<file path="src/hw/rtl/pnte_pkg.sv">
// Shared types, sizes and command codes for the Petri-net token engine.
// Depends on nothing; every other RTL file refers into it by scoped names.
`default_nettype none

package pnte_pkg;

  localparam int NUM_PLACES      = 16;
  localparam int NUM_TRANSITIONS = 16;
  localparam int TOKEN_BITS      = 8;

  // Fixed field widths of the item ports.
  localparam int CMD_W    = 3;
  localparam int IDX_W    = 4;
  localparam int VALUE_W  = 8;
  localparam int WEIGHT_W = 4;
  localparam int MASK_W   = 16;

  // Storage index widths.
  localparam int TIDX_W = $clog2(NUM_TRANSITIONS);
  localparam int PIDX_W = $clog2(NUM_PLACES);

  // Widths for comparisons and sums that must not wrap.
  localparam int SUM_W     = ((TOKEN_BITS > WEIGHT_W) ? TOKEN_BITS : WEIGHT_W) + 1;
  localparam int VAL_EXT_W = (TOKEN_BITS > VALUE_W) ? TOKEN_BITS : VALUE_W;

  localparam logic [TOKEN_BITS-1:0] TOKEN_MAX = '1;

  typedef enum logic [CMD_W-1:0] {
    CMD_LOAD_IN    = 3'd0,
    CMD_LOAD_OUT   = 3'd1,
    CMD_SET_MARK   = 3'd2,
    CMD_START      = 3'd3,
    CMD_FINISH     = 3'd4,
    CMD_REV_START  = 3'd5,
    CMD_REV_FINISH = 3'd6,
    CMD_QUERY      = 3'd7
  } cmd_e;

  typedef logic [NUM_PLACES-1:0][TOKEN_BITS-1:0] cnt_vec_t;
  typedef logic [NUM_PLACES-1:0][WEIGHT_W-1:0] wrow_t;
  typedef logic [NUM_TRANSITIONS-1:0][NUM_PLACES-1:0][WEIGHT_W-1:0] wtab_t;

  typedef struct packed {
    cmd_e               cmd;
    logic [IDX_W-1:0]   trans;
    logic [IDX_W-1:0]   place;
    logic [VALUE_W-1:0] value;
  } req_t;

  typedef struct packed {
    logic under;
    logic over;
  } flags_t;

endpackage

`default_nettype wire

</file>
<file path="src/hw/rtl/pnte_cover.sv">
// Coverage check of one arc-weight table against the marking, giving a mask.
// Depends on pnte_pkg for the table and marking types.
`default_nettype none

module pnte_cover (
  input  wire pnte_pkg::cnt_vec_t        cnt_i,
  input  wire pnte_pkg::wtab_t           wtab_i,
  output logic [pnte_pkg::MASK_W-1:0]    mask_o
);

  for (genvar k = 0; k < pnte_pkg::MASK_W; k++) begin : g_bit
    if (k < pnte_pkg::NUM_TRANSITIONS) begin : g_used
      always_comb begin
        mask_o[k] = 1'b1;
        for (int p = 0; p < pnte_pkg::NUM_PLACES; p++) begin
          if (pnte_pkg::SUM_W'(cnt_i[p]) < pnte_pkg::SUM_W'(wtab_i[k][p])) begin
            mask_o[k] = 1'b0;
          end
        end
      end
    end else begin : g_unused
      assign mask_o[k] = 1'b0;
    end
  end

endmodule

`default_nettype wire

</file>
<file path="config.mk">
export PLATFORM = sky130hd
export DESIGN_NAME = pnte_cover
export DESIGN_NICKNAME = d
export VERILOG_FILES = /design/src/hw/rtl/pnte_pkg.sv /design/src/hw/rtl/pnte_cover.sv
export SDC_FILE = /design/constraint.sdc
export NUM_CORES = 1
export LEC_CHECK = 0
export ABC_AREA = 1
export BUFFER_PORTS_ARGS = -buffer_cell sky130_fd_sc_hd__buf_2
export CAP_MARGIN = 15
export CORE_AREA = 2 2 456 458
export DETAILED_ROUTE_END_ITERATION = 8
export DIE_AREA = 0 0 458 460
export MAX_ROUTING_LAYER = met4
export PLACE_DENSITY_LB_ADDON = 0.25
export SLEW_MARGIN = 20
export SYNTH_ARGS = -nofsm -noshare
export SYNTH_HDL_FRONTEND = slang
export SYNTH_SLANG_ARGS = --single-unit
</file>
<file path="constraint.sdc">
create_clock -name vclk -period 1.1
set_clock_uncertainty 0.15 [all_clocks]
set_input_delay 0.11 -clock vclk [all_inputs]
set_output_delay 0.11 -clock vclk [all_outputs]
set_load 0.02 [all_outputs]
</file>
# Word-level counts from Yosys, hierarchy flattened

Index checks and enable logic that the tools add are counted.
Widths: inputs -> output; s select.

Register bits after elaboration: 0
Output and inout bits: 16

Magnitude comparators: 256
Multiplexer cells: 256

Operators by type and width:

| operator   | number |
|---|---|
| $lt 8x4->1 | 256 |
| $mux 1     | 256 |

# Logic depth before layout (Yosys ltp)

Gate-level depths: netlist (run 1).

Depth after elaboration: 17
Depth in mapped cells: 11
Depth with buffers taken out: 10

# Worst setup path before layout (run 1)

Ideal clock, no wire load.

Path type: input-to-output
From: input port cnt_i[68] (netlist bit)
To: output port mask_o[11] (netlist bit)
Path slack: -0.241 ns
Path buffers: 2
Required time: 0.840 ns
Data arrival time: 1.081 ns
Stages on the path: 9
Cells stage by stage: nor2_1 -> and2_1 -> buf_2 -> buf_6 -> nand3_1 -> nand2_1 -> nor2_1 -> nand2_1 -> nor2_1

Word-level cells in the longest chain between the ends: 9

Ends and longest elaborated chain:

| item                | RTL line         | text |
|---|---|---|
| start: declaration  | pnte_cover.sv:6  | `input wire pnte_pkg::cnt_vec_t cnt_i,` |
| $lt 8x4->1          | pnte_cover.sv:16 | `if (pnte_pkg::SUM_W'(cnt_i[p]) < pnte_pkg::SUM_W'(wtab_i[k][p])) begin` |
| $mux 1 (8 in a row) | pnte_cover.sv:16 |  |
| end: declaration    | pnte_cover.sv:8  | `output logic [pnte_pkg::MASK_W-1:0] mask_o` |

Every way passes these cells.

# Worst setup path after layout (run 1)

From: input port cnt_i[17] (netlist bit)
To: output port mask_o[12] (netlist bit)

Word-level cells in the longest chain between the ends: 15

Ends and longest elaborated chain:

| item                 | RTL line |
|---|---|
| $lt 8x4->1           | pnte_cover.sv:16 |
| $mux 1 (14 in a row) | pnte_cover.sv:16 |

Every way passes these cells.

==> impl_results.md, run 1 <==
- Remaining global-route overflow: 0
- Layout cells sized above 1: 0.3574
- Yosys warns: 0
- Fmax: 503.6 MHz
- First-pass GRT wire length: 223600 um
- Critical Path AT: 1.73 ns
- Final Hold Fails: 0
- Final ANT Viol Nets: 0
- DR vias: 29910
- Gr usage total: 0.1552
- Initial core utilization: 0.1151
- PD cells: 367.7 mW/mm^2
- Crit Path Class: in -> out
- Area Growth Syn to Fin: 70.82%
- Share of the synthesized area in the top cell type: 0.4054
- Syn Inst Count: 4215
- Failing checks: negative setup slack
- Clock buf count: 0
- Slew margin rel.: 0.7730
- Final setup TNS: -13.27 ns
- Area of the die: 0.2107 mm^2
- RSZ-0062 raised after global routing: true
- Critical path endpoint category: output pin
- Peak supply drop: 0.1503 mV
- Drt pass-1 iters: 5
- Main area contributors after synthesis: ha_1 41%, inv_1 22%, nand2_1 20%, nand3_1 4.9%, a21oi_1 4.6%
- FF/Latch Area: 0 um^2
- Critical path required time: 0.84 ns
- Final Slew Violations: 0
- Pre-CTS WS: -1.851 ns
- Filler instances: 23660
- Synth Area per Inst: 5.624 um^2
- Iteration-0 DRC Markers: 942
- I/O Buffers: 1168
- CORE AREA: 0.2060 mm^2
- Worst min path class: in -> out
- Final setup vio count: 16
- Number of global-route vias before repair: 30260
- CP Launch Type: primary input
- Via density: 3.545
- IO Pins: 1168
- Final net count: 7610
- Crit share post-route: 1.805
- Crit path time final: 1.986 ns
- Critical path startpoint: cnt_i[17]
- Multi-input gate area: 0.02123 mm^2
- Seq cells: 0
- Hold Path Stages: 11
- Number of hold buffers added after CTS: 0
- Initial antenna violation count: 89
- Chip width: 458 um
- Mapped Nets: 6135
- Largest net degree at the start of global routing: 16
- Hold_ws: 0.7850 ns
- Leak pwr: 25.40 nW
- Status: finished with violations
- Placer Congestion: 0.9047
- Crit-path max FO: 5
- Cell variety after synth: 18
- Total wire length: 166700 um
- Maxcap violations: 0
- Die span in y: 460 um
- Cell taking the most area after synthesis: ha_1
- Site Rows: 167
- DRC: 0
- Final worst setup slack: -0.8856 ns
- Origin of the worst min-delay path: wtab_i[628]
- Worst-Margin Slew: 0.3405 ns
- Synth top cells by count: 1383 x inv_1, 1281 x nand2_1, 768 x ha_1
- Wire per inst: 19.76 um
- Most common cell in the synthesized netlist: inv_1
- Seq/Total Area, Yosys: 0
- Cell Area, Synth: 0.02370 mm^2
- Post-DP HPWL: 152700 um
- WHS Endpoint: mask_o[9]
## how the worst max path moves through the flow
| stage | endpoint | slack [ns] |
|---|---|---|
| 6_report | mask_o[12] | -0.89 |
| 5_1_grt | mask_o[13] | -1.00 |
| 4_1_cts | mask_o[10] | -0.99 |
| 3_5_place_dp | mask_o[12] | -1.85 |
| 3_3_place_gp | mask_o[12] | -1.88 |
| 2_1_floorplan | mask_o[11] | -0.14 |
## power breakdown
group          leakage, nW  switching [mW]  internal [mW]
sequential               0               0              0
combinational         25.4            8.17           6.72
clock             0.000273               0     0.00000503
total                 25.4            8.17           6.72
## placed cells by master (no fill, tap or decap), types with 17 or more instances in the layout
| master | count |
|---|---|
| nand2_1 | 1118 |
| nand2_4 | 36 |
| a21oi_1 | 216 |
| nand3_4 | 17 |
| o21ai_1 | 22 |
| nand2_2 | 119 |
| buf_12 | 93 |
| nand3_1 | 134 |
| ha_4 | 95 |
| o21ai_0 | 74 |
| buf_6 | 90 |
| diode_2 | 43 |
| ha_1 | 673 |
| nor2_4 | 60 |
| nor2_1 | 57 |
| buf_4 | 179 |
| buf_8 | 24 |
| nor2_2 | 36 |
| nand3_2 | 91 |
| inv_2 | 19 |
| inv_4 | 18 |
| inv_1 | 1339 |
| buf_2 | 1112 |
## per-stage QoR
stage	instance area, um^2	total power, mW	util	std cells
finish	40490	14.89	0.1965	8435
global route	40470	16.98	0.1964	8425
CTS	39300	14.93	0.1907	8389
detailed placement	36560	13.57	0.1774	8366
global placement	36560	13.40	0.1774	8366
floorplan	24280	6.126	-	4215
## critical path: stages
cell	delay [ns]
buf_6	0.11
buf_6	0.12
buf_8	0.14
ha_1	0.27
o21ai_1	0.05
nand2_1	0.07
nand2_1	0.06
nand2_2	0.08
buf_12	0.10
nand3_4	0.09
nor2_4	0.18
nand2_8	0.09
nor2_4	0.10
buf_8	0.14
## kinds of logic after synthesis
logic type	synth area share
adders and majority gates	0.4054
and+or+nand+nor	0.2912
AOI/OAI and AO/OA	0.07179
buffers and inverters	0.2317
## layer usage
metal,vias up,GRT usage,wire length (um)
met1,13250,0.1865,72060
met2,903,0.2868,85000
met5,-,-,0
met4,0,0.01178,1962
met3,108,0.01734,7688
li1,15650,-,-
## repair_timing
| item | CTS | global route |
|---|---|---|
| setup endpoints to repair | 16 | 16 |
| cloned | 7 | 3 |
| pin swaps | 125 | 112 |
| resized for setup | 557 | 207 |
| setup buffers | 30 | 4 |
## layout make-up
class              instances  area share
diodes                    43    0.002657
repair buffers          1509      0.2580
multi-input cells       2792      0.5243
inverters               1387      0.1315
well taps               2704     0.08355
No activity file was read; power rests on OpenSTA's default activity.
==> run 2, diff against run 1 <==
- CORE_AREA: 2 2 456 458 -> 2 2 457 459
- DIE_AREA: 0 0 458 460 -> 0 0 459 461
==> run 2 against run 1 <==
The run still ends with negative setup slack left. Total power up 4.4%. Hold slack better by 0.0066 ns. Combinational power up 4%. Critical path depth down 1. Die area up 0.44%. Non-clock buffer count up 54. Flip-flop and latch count unchanged. Global-route usage up 0.36 points. Wire length up 2.6%. Sequential share of layout area unchanged. Setup slack worse by 0.039 ns. Utilization up 0.66 points. Critical path type unchanged.
==> impl_results.md, run 2 (synthesized netlist as in run 1, its figures left out) <==
- Site Rows: 167 (unchanged)
- DR vias: 29940 (+0.12%)
- Gr usage total: 0.1588 (+0.003556)
- Maxcap violations: 0 (unchanged)
- Final Slew Violations: 0 (unchanged)
- Area Growth Syn to Fin: 76.93%
- Initial core utilization: 0.1148 (-0.0002329)
- Initial antenna violation count: 101 (+13%)
- Number of global-route vias before repair: 30500 (+0.81%)
- Drt pass-1 iters: 5 (unchanged)
- Critical path endpoint category: output pin
- Final net count: 7664 (+0.71%)
- Status: finished with violations
- Worst-Margin Slew: 0.3652 ns (+0.02469 ns)
- Crit-path max FO: 7 (+2)
- Leak pwr: 25.77 nW (+1.4%)
- Slew margin rel.: 0.7566 (-0.01646)
- Final setup vio count: 16 (unchanged)
- Reg power frac: 0 (unchanged)
- Via density: 3.520 (-0.72%)
- Total wire length: 171100 um (+2.6%)
- Placer Congestion: 0.8866 (-2.0%)
- Commonest cells after routing, fill and taps aside: 1330 x inv_1, 1100 x buf_2, 1057 x nand2_1
- Fmax: 494.0 MHz (-1.9%)
- Wire per inst: 20.11 um (+1.8%)
- Peak supply drop: 0.1775 mV (+18%)
- Iteration-0 DRC Markers: 963 (+2.2%)
- Seq cells: 0 (unchanged)
- Power share of the combinational group: 1.000 (about the same)
- FF/Latch Area: 0 um^2 (unchanged)
- Crit share post-route: 1.840 (+0.03528)
- IO Pins: 1168 (unchanged)
- Clock buf count: 0 (unchanged)
- Commonest non-fill, non-tap cell in the layout: inv_1
- RSZ-0062 raised after global routing: true
- Post-DP HPWL: 158900 um (+4.1%)
- Failing checks: negative setup slack
- Final worst setup slack: -0.9244 ns (-0.03881 ns)
- Crit Path Class: in -> out
- Layout cells sized above 1: 0.3845 (+0.02712)
- Critical Path AT: 1.76 ns (+0.03 ns)
- Worst min path class: in -> out
- CORE AREA: 0.2064 mm^2 (+0.20%)
- Critical path required time: 0.84 ns (about the same)
- PD cells: 370.5 mW/mm^2 (+0.76%)
- Chip width: 459 um (+0.22%)
- Final core utilization: 0.2032 (+0.006614)
- Final setup TNS: -13.47 ns (-0.2015 ns)
- Crit path time final: 2.024 ns (+0.03881 ns)
- Clk pwr share: 0 (unchanged)
- Largest net degree at the start of global routing: 16 (unchanged)
- Remaining global-route overflow: 0 (unchanged)
- Final ANT Viol Nets: 0 (unchanged)
- Int Power: 7.032 mW (+4.6%)
- Switching Share: 0.5474 (-0.001110)
- Filler instances: 23800 (+0.62%)
- CP Launch Type: primary input
- DRC: 0 (unchanged)
- Area of the die: 0.2116 mm^2 (+0.44%)
- First-pass GRT wire length: 227400 um (+1.7%)
- I/O Buffers: 1168 (unchanged)
- Final Hold Fails: 0 (unchanged)
- Die span in y: 461 um (+0.22%)
- Sw Pwr: 8.507 mW (+4.2%)
-- run 2: power by group through the flow --
stage                clock, mW  sequential (mW)  combinational (mW)
global route        0.00000710                0                17.6
finish              0.00000747                0                15.5
CTS                          0                0                15.5
global placement             0                0                13.6
floorplan                    0                0                6.13
detailed placement           0                0                13.8
-- run 2: per-stage QoR --
| step | area, um^2 | setup WS [ns] | hold slack [ns] | instances | power, mW |
|---|---|---|---|---|---|
| floorplan | 24280 | -0.1424 | 0.5039 | 4215 | 6.126 |
| global placement | 36790 | -1.878 | 0.9039 | 8399 | 13.62 |
| finish | 41940 | -0.9244 | 0.7916 | 8507 | 15.54 |
| detailed placement | 36790 | -1.854 | 0.8793 | 8399 | 13.78 |
| CTS | 40600 | -1.063 | 0.7907 | 8435 | 15.47 |
| global route | 41930 | -0.9901 | 0.8647 | 8504 | 17.61 |
-- run 2: worst paths after layout --
check                        from         end  slack (ns)  cells after the start
worst max-delay path    cnt_i[57]   mask_o[4]       -0.92                     13
worst min-delay path  wtab_i[868]  mask_o[13]        0.79                     11
-- run 2: critical path, stage by stage --
cell	delay [ns]
buf_2	0.12
buf_6	0.14
ha_1	0.27
nand2_1	0.05
nand2_1	0.14
nand2_1	0.08
nand3_1	0.07
nand2_1	0.16
nor2_2	0.20
nand2_4	0.07
buf_12	0.12
nor2_4	0.12
buf_6	0.13
-- run 2: routing by layer --
layer / vias to the layer above / track usage / wire length [um]
li1: 15780 / - / -
met1: 13210 / 0.1837 / 72040
met2: 852 / 0.2905 / 86400
met3: 98 / 0.03099 / 9707
met4: 0 / 0.01589 / 2964
met5: - / - / 0
-- run 2: layout make-up --
class                      count  area (um^2)  area share
antenna                       61        152.6    0.003640
inverter                    1387         5333      0.1272
multi-input combinational   2792        22130      0.5276
tap                         2704         3383     0.08067
timing repair buffer        1563        10940      0.2609
-- run 2: what timing repair did --
action | 4_1_cts | 5_1_grt
hold buffers | 0 | 0
endpoints found under the setup margin | 16 | 16
hold endpoints to repair | 0 | 0
gates cloned | 8 | 0
pin swaps | 226 | 195
resized for setup | 793 | 239
setup buffers | 52 | 19
==> run 3, diff against run 2 <==
--- a/config.mk
+++ b/config.mk
@@ -6,10 +6,10 @@
 export NUM_CORES = 1
 export LEC_CHECK = 0
-export ABC_AREA = 1
+export ABC_AREA = 0
 export BUFFER_PORTS_ARGS = -buffer_cell sky130_fd_sc_hd__buf_2
 export CAP_MARGIN = 15
-export CORE_AREA = 2 2 457 459
+export CORE_AREA = 2 2 451 453
 export DETAILED_ROUTE_END_ITERATION = 8
-export DIE_AREA = 0 0 459 461
+export DIE_AREA = 0 0 453 455
 export MAX_ROUTING_LAYER = met4
 export PLACE_DENSITY_LB_ADDON = 0.25
==> constraint.sdc (replaced) <==
create_clock -name vclk -period 1.1
set_clock_uncertainty 0.15 [all_clocks]
set_input_delay 0.165 -clock vclk [all_inputs]
set_output_delay 0.165 -clock vclk [all_outputs]
set_load 0.02 [all_outputs]
==> run 3 against run 2 <==
The run still ends with negative setup slack left. Largest cell class unchanged. Cell count fell by 14%. Combinational power fell by 13%. Largest power group unchanged. Flip-flop and latch count unchanged. Critical path type unchanged. Via count down 11%. Count of clock-buffer cells in the layout unchanged. Synthesized cell count shrank 29%. Global-route usage shrank 0.050 points. Sequential share of layout area unchanged. Design area fell by 11%. Setup slack got worse by 0.52 ns. Critical path depth decreased by 2. Critical endpoint unchanged.
==> impl_results.md, run 3 <==
- Initial core utilization: 0.1019 (-0.01292)
- Worst-Margin Slew: 0.6015 ns (+0.2363 ns)
- Number of global-route vias before repair: 27340 (-10%)
- Die span in y: 455 um (-1.3%)
- Placer Congestion: 0.9652 (+8.9%)
- Crit path largest cell delay: 0.47 ns (+0.20 ns)
- Clock buf count: 0 (unchanged)
- I/O Buffers: 1168 (unchanged)
- Crit Path Class: in -> out
- Peak supply drop: 0.1872 mV (+5.5%)
- Final worst setup slack: -1.447 ns (-0.5226 ns)
- DRC: 0 (unchanged)
- Area of the die: 0.2061 mm^2 (-2.6%)
- Most common cell on crit path: buf_6
- Slew margin rel.: 0.5980 (-0.1585)
- Crit-path max FO: 6 (-1)
- CP bufs+invs: 5 (+1)
- Final core utilization: 0.1854 (-0.01773)
- Commonest non-fill, non-tap cell in the layout: buf_2
- Chip width: 453 um (-1.3%)
- Final setup vio count: 16 (unchanged)
- Cell variety after synth: 19 (+1)
- Worst min path class: in -> out
- Synth Area per Inst: 6.819 um^2 (+21%)
- Final net count: 6466 (-16%)
- Crit-path slowest cell: nor4_4
- First-pass GRT wire length: 217800 um (-4.2%)
- Main area contributors after synthesis: ha_1 47%, inv_1 16%, o21ai_0 9.3%, a211oi_1 4.7%, a21o_1 4.7%
- Critical path required time: 0.78 ns (-0.06 ns)
- Iteration-0 DRC Markers: 957 (-0.62%)
- Total wire length: 168000 um (-1.8%)
- Crit path time final: 2.547 ns (+0.5226 ns)
- Seq/Total Area, Yosys: 0 (unchanged)
- Leak pwr: 21.20 nW (-18%)
- Final Hold Fails: 0 (unchanged)
- FF/Latch Area: 0 um^2 (unchanged)
- Failing checks: negative setup slack
- Post-DP HPWL: 156100 um (-1.8%)
- Via density: 3.635 (+3.3%)
- Yosys warns: 0 (unchanged)
- Commonest cells after routing, fill and taps aside: 1114 x buf_2, 894 x inv_1, 721 x ha_1
- IO Pins: 1168 (unchanged)
- Cell Area, Synth: 0.02051 mm^2 (-13%)
- Filler instances: 23110 (-2.9%)
- Synth top cells by count: 896 x inv_1, 768 x ha_1, 382 x o21ai_0
- Wire per inst: 22.97 um (+14%)
- Seq cells: 0 (unchanged)
- Final ANT Viol Nets: 0 (unchanged)
- PD cells: 362.7 mW/mm^2 (-2.1%)
- Syn Inst Count: 3008 (-29%)
- Status: finished with violations
- CP Launch Type: primary input
- Crit path cell chain: buf_6, buf_12, buf_4, ha_1, o21ai_1, a21oi_2, nor3_4, nor4_4, clkbuf_16, and3_4, buf_6
- Maxcap violations: 0 (unchanged)
- Crit share post-route: 2.315 (+0.4751)
- DR vias: 26600 (-11%)
- Critical Path AT: 2.23 ns (+0.47 ns)
- Area Growth Syn to Fin: 81.96%
- Initial antenna violation count: 98 (-3.0%)
- Top delay family on crit path: simple AND/OR/NAND/NOR gates
- Drt pass-1 iters: 5 (unchanged)
- Share of the synthesized area in the top cell type: 0.4685 (+0.06308)
- Gr usage total: 0.1583 (-0.0005047)
- Layout cells sized above 1: 0.4208 (+0.03624)
- Fmax: 392.6 MHz (-21%)
- Most common cell in the synthesized netlist: inv_1
- Final Slew Violations: 0 (unchanged)
- Largest net degree at the start of global routing: 16 (unchanged)
- Remaining global-route overflow: 0 (unchanged)
- Site Rows: 165 (-1.2%)
- Critical path endpoint category: output pin
- RSZ-0062 raised after global routing: true
- Multi-input gate area: 0.01969 mm^2 (-11%)
- Pre-CTS WS: -2.339 ns (-0.4855 ns)
- Mapped Nets: 4928 (-20%)
- Cell taking the most area after synthesis: ha_1
- CORE AREA: 0.2013 mm^2 (-2.5%)
-- run 3: cell types whose count changed after synthesis, sizes merged, moves of 26 or more --
cell    previous run  this run
a211oi             0       128
a21o              16       128
a21oi            220       128
clkbuf             0        26
inv             1387       896
nand2           1281         0
nand2b             0       128
nand3            242         0
nor2             153       192
nor3               0        80
nor4               0        48
o21ai             96       384
o31ai              0        32
-- run 3: kinds of logic after synthesis --
kind of cell,Yosys count,synth area share
fa+ha+maj,768,0.4685
compound gates,816,0.2372
simple gates,480,0.1191
buf+inv,944,0.1753
-- run 3: routing by layer --
layer / share of wire / wire (um) / vias to the layer above / GRT usage
met4: 0.033 / 5624 / 0 / 0.04807
met2: 0.52 / 86960 / 807 / 0.2878
met1: 0.39 / 66150 / 12270 / 0.1745
met5: 0 / 0 / - / -
li1: - / - / 13360 / -
met3: 0.055 / 9288 / 152 / 0.02769
-- run 3: worst paths after layout --
| check | from | endpoint | cells past startpoint |
|---|---|---|---|
| hold / removal | wtab_i[855] | mask_o[13] | 7 |
| setup / recovery | cnt_i[3] | mask_o[4] | 11 |
-- run 3: area by class of cell --
class / instances / share of cell area
Tap cell: 2672 / 0.08957
Timing Repair Buffer: 1584 / 0.2860
Inverter: 896 / 0.09021
Multi-Input combinational cell: 2064 / 0.5276
Antenna cell: 100 / 0.006705
-- run 3: worst min-delay path, stage by stage --
cell and delay [ns]:
buf_2 0.10, inv_1 0.04, ha_1 0.18, a211oi_2 0.13, nor4_1 0.09, and3_4 0.18, buf_6 0.13
-- run 3: through the flow --
stage | TNS [ns] | total power, mW | hold WS (ns) | instances | area, um^2
global placement | -33.55 | 11.79 | 1.037 | 7196 | 33470
floorplan | -10.35 | 4.697 | 0.7195 | 3008 | 20900
global route | -22.44 | 15.16 | 1.097 | 7305 | 37300
CTS | -23.56 | 13.28 | 1.043 | 7217 | 35890
finish | -21.30 | 13.54 | 1.042 | 7316 | 37320
detailed placement | -31.74 | 11.95 | 1.071 | 7199 | 33520
-- run 3: timing repair --
action | CTS | global route
pin swaps | 89 | 124
gates resized for setup | 439 | 269
hold buffers | 0 | 0
buffers inserted | 25 | 17
endpoints found under the setup margin | 16 | 16
cloned | 3 | 3
-- run 3: power by group --
group / leakage, nW / switching (mW) / internal [mW] / total (mW)
combinational: 21.2 / 7.10 / 6.44 / 13.5
sequential: 0 / 0 / 0 / 0
clock: 0.000641 / 0 / 0.0000107 / 0.0000107
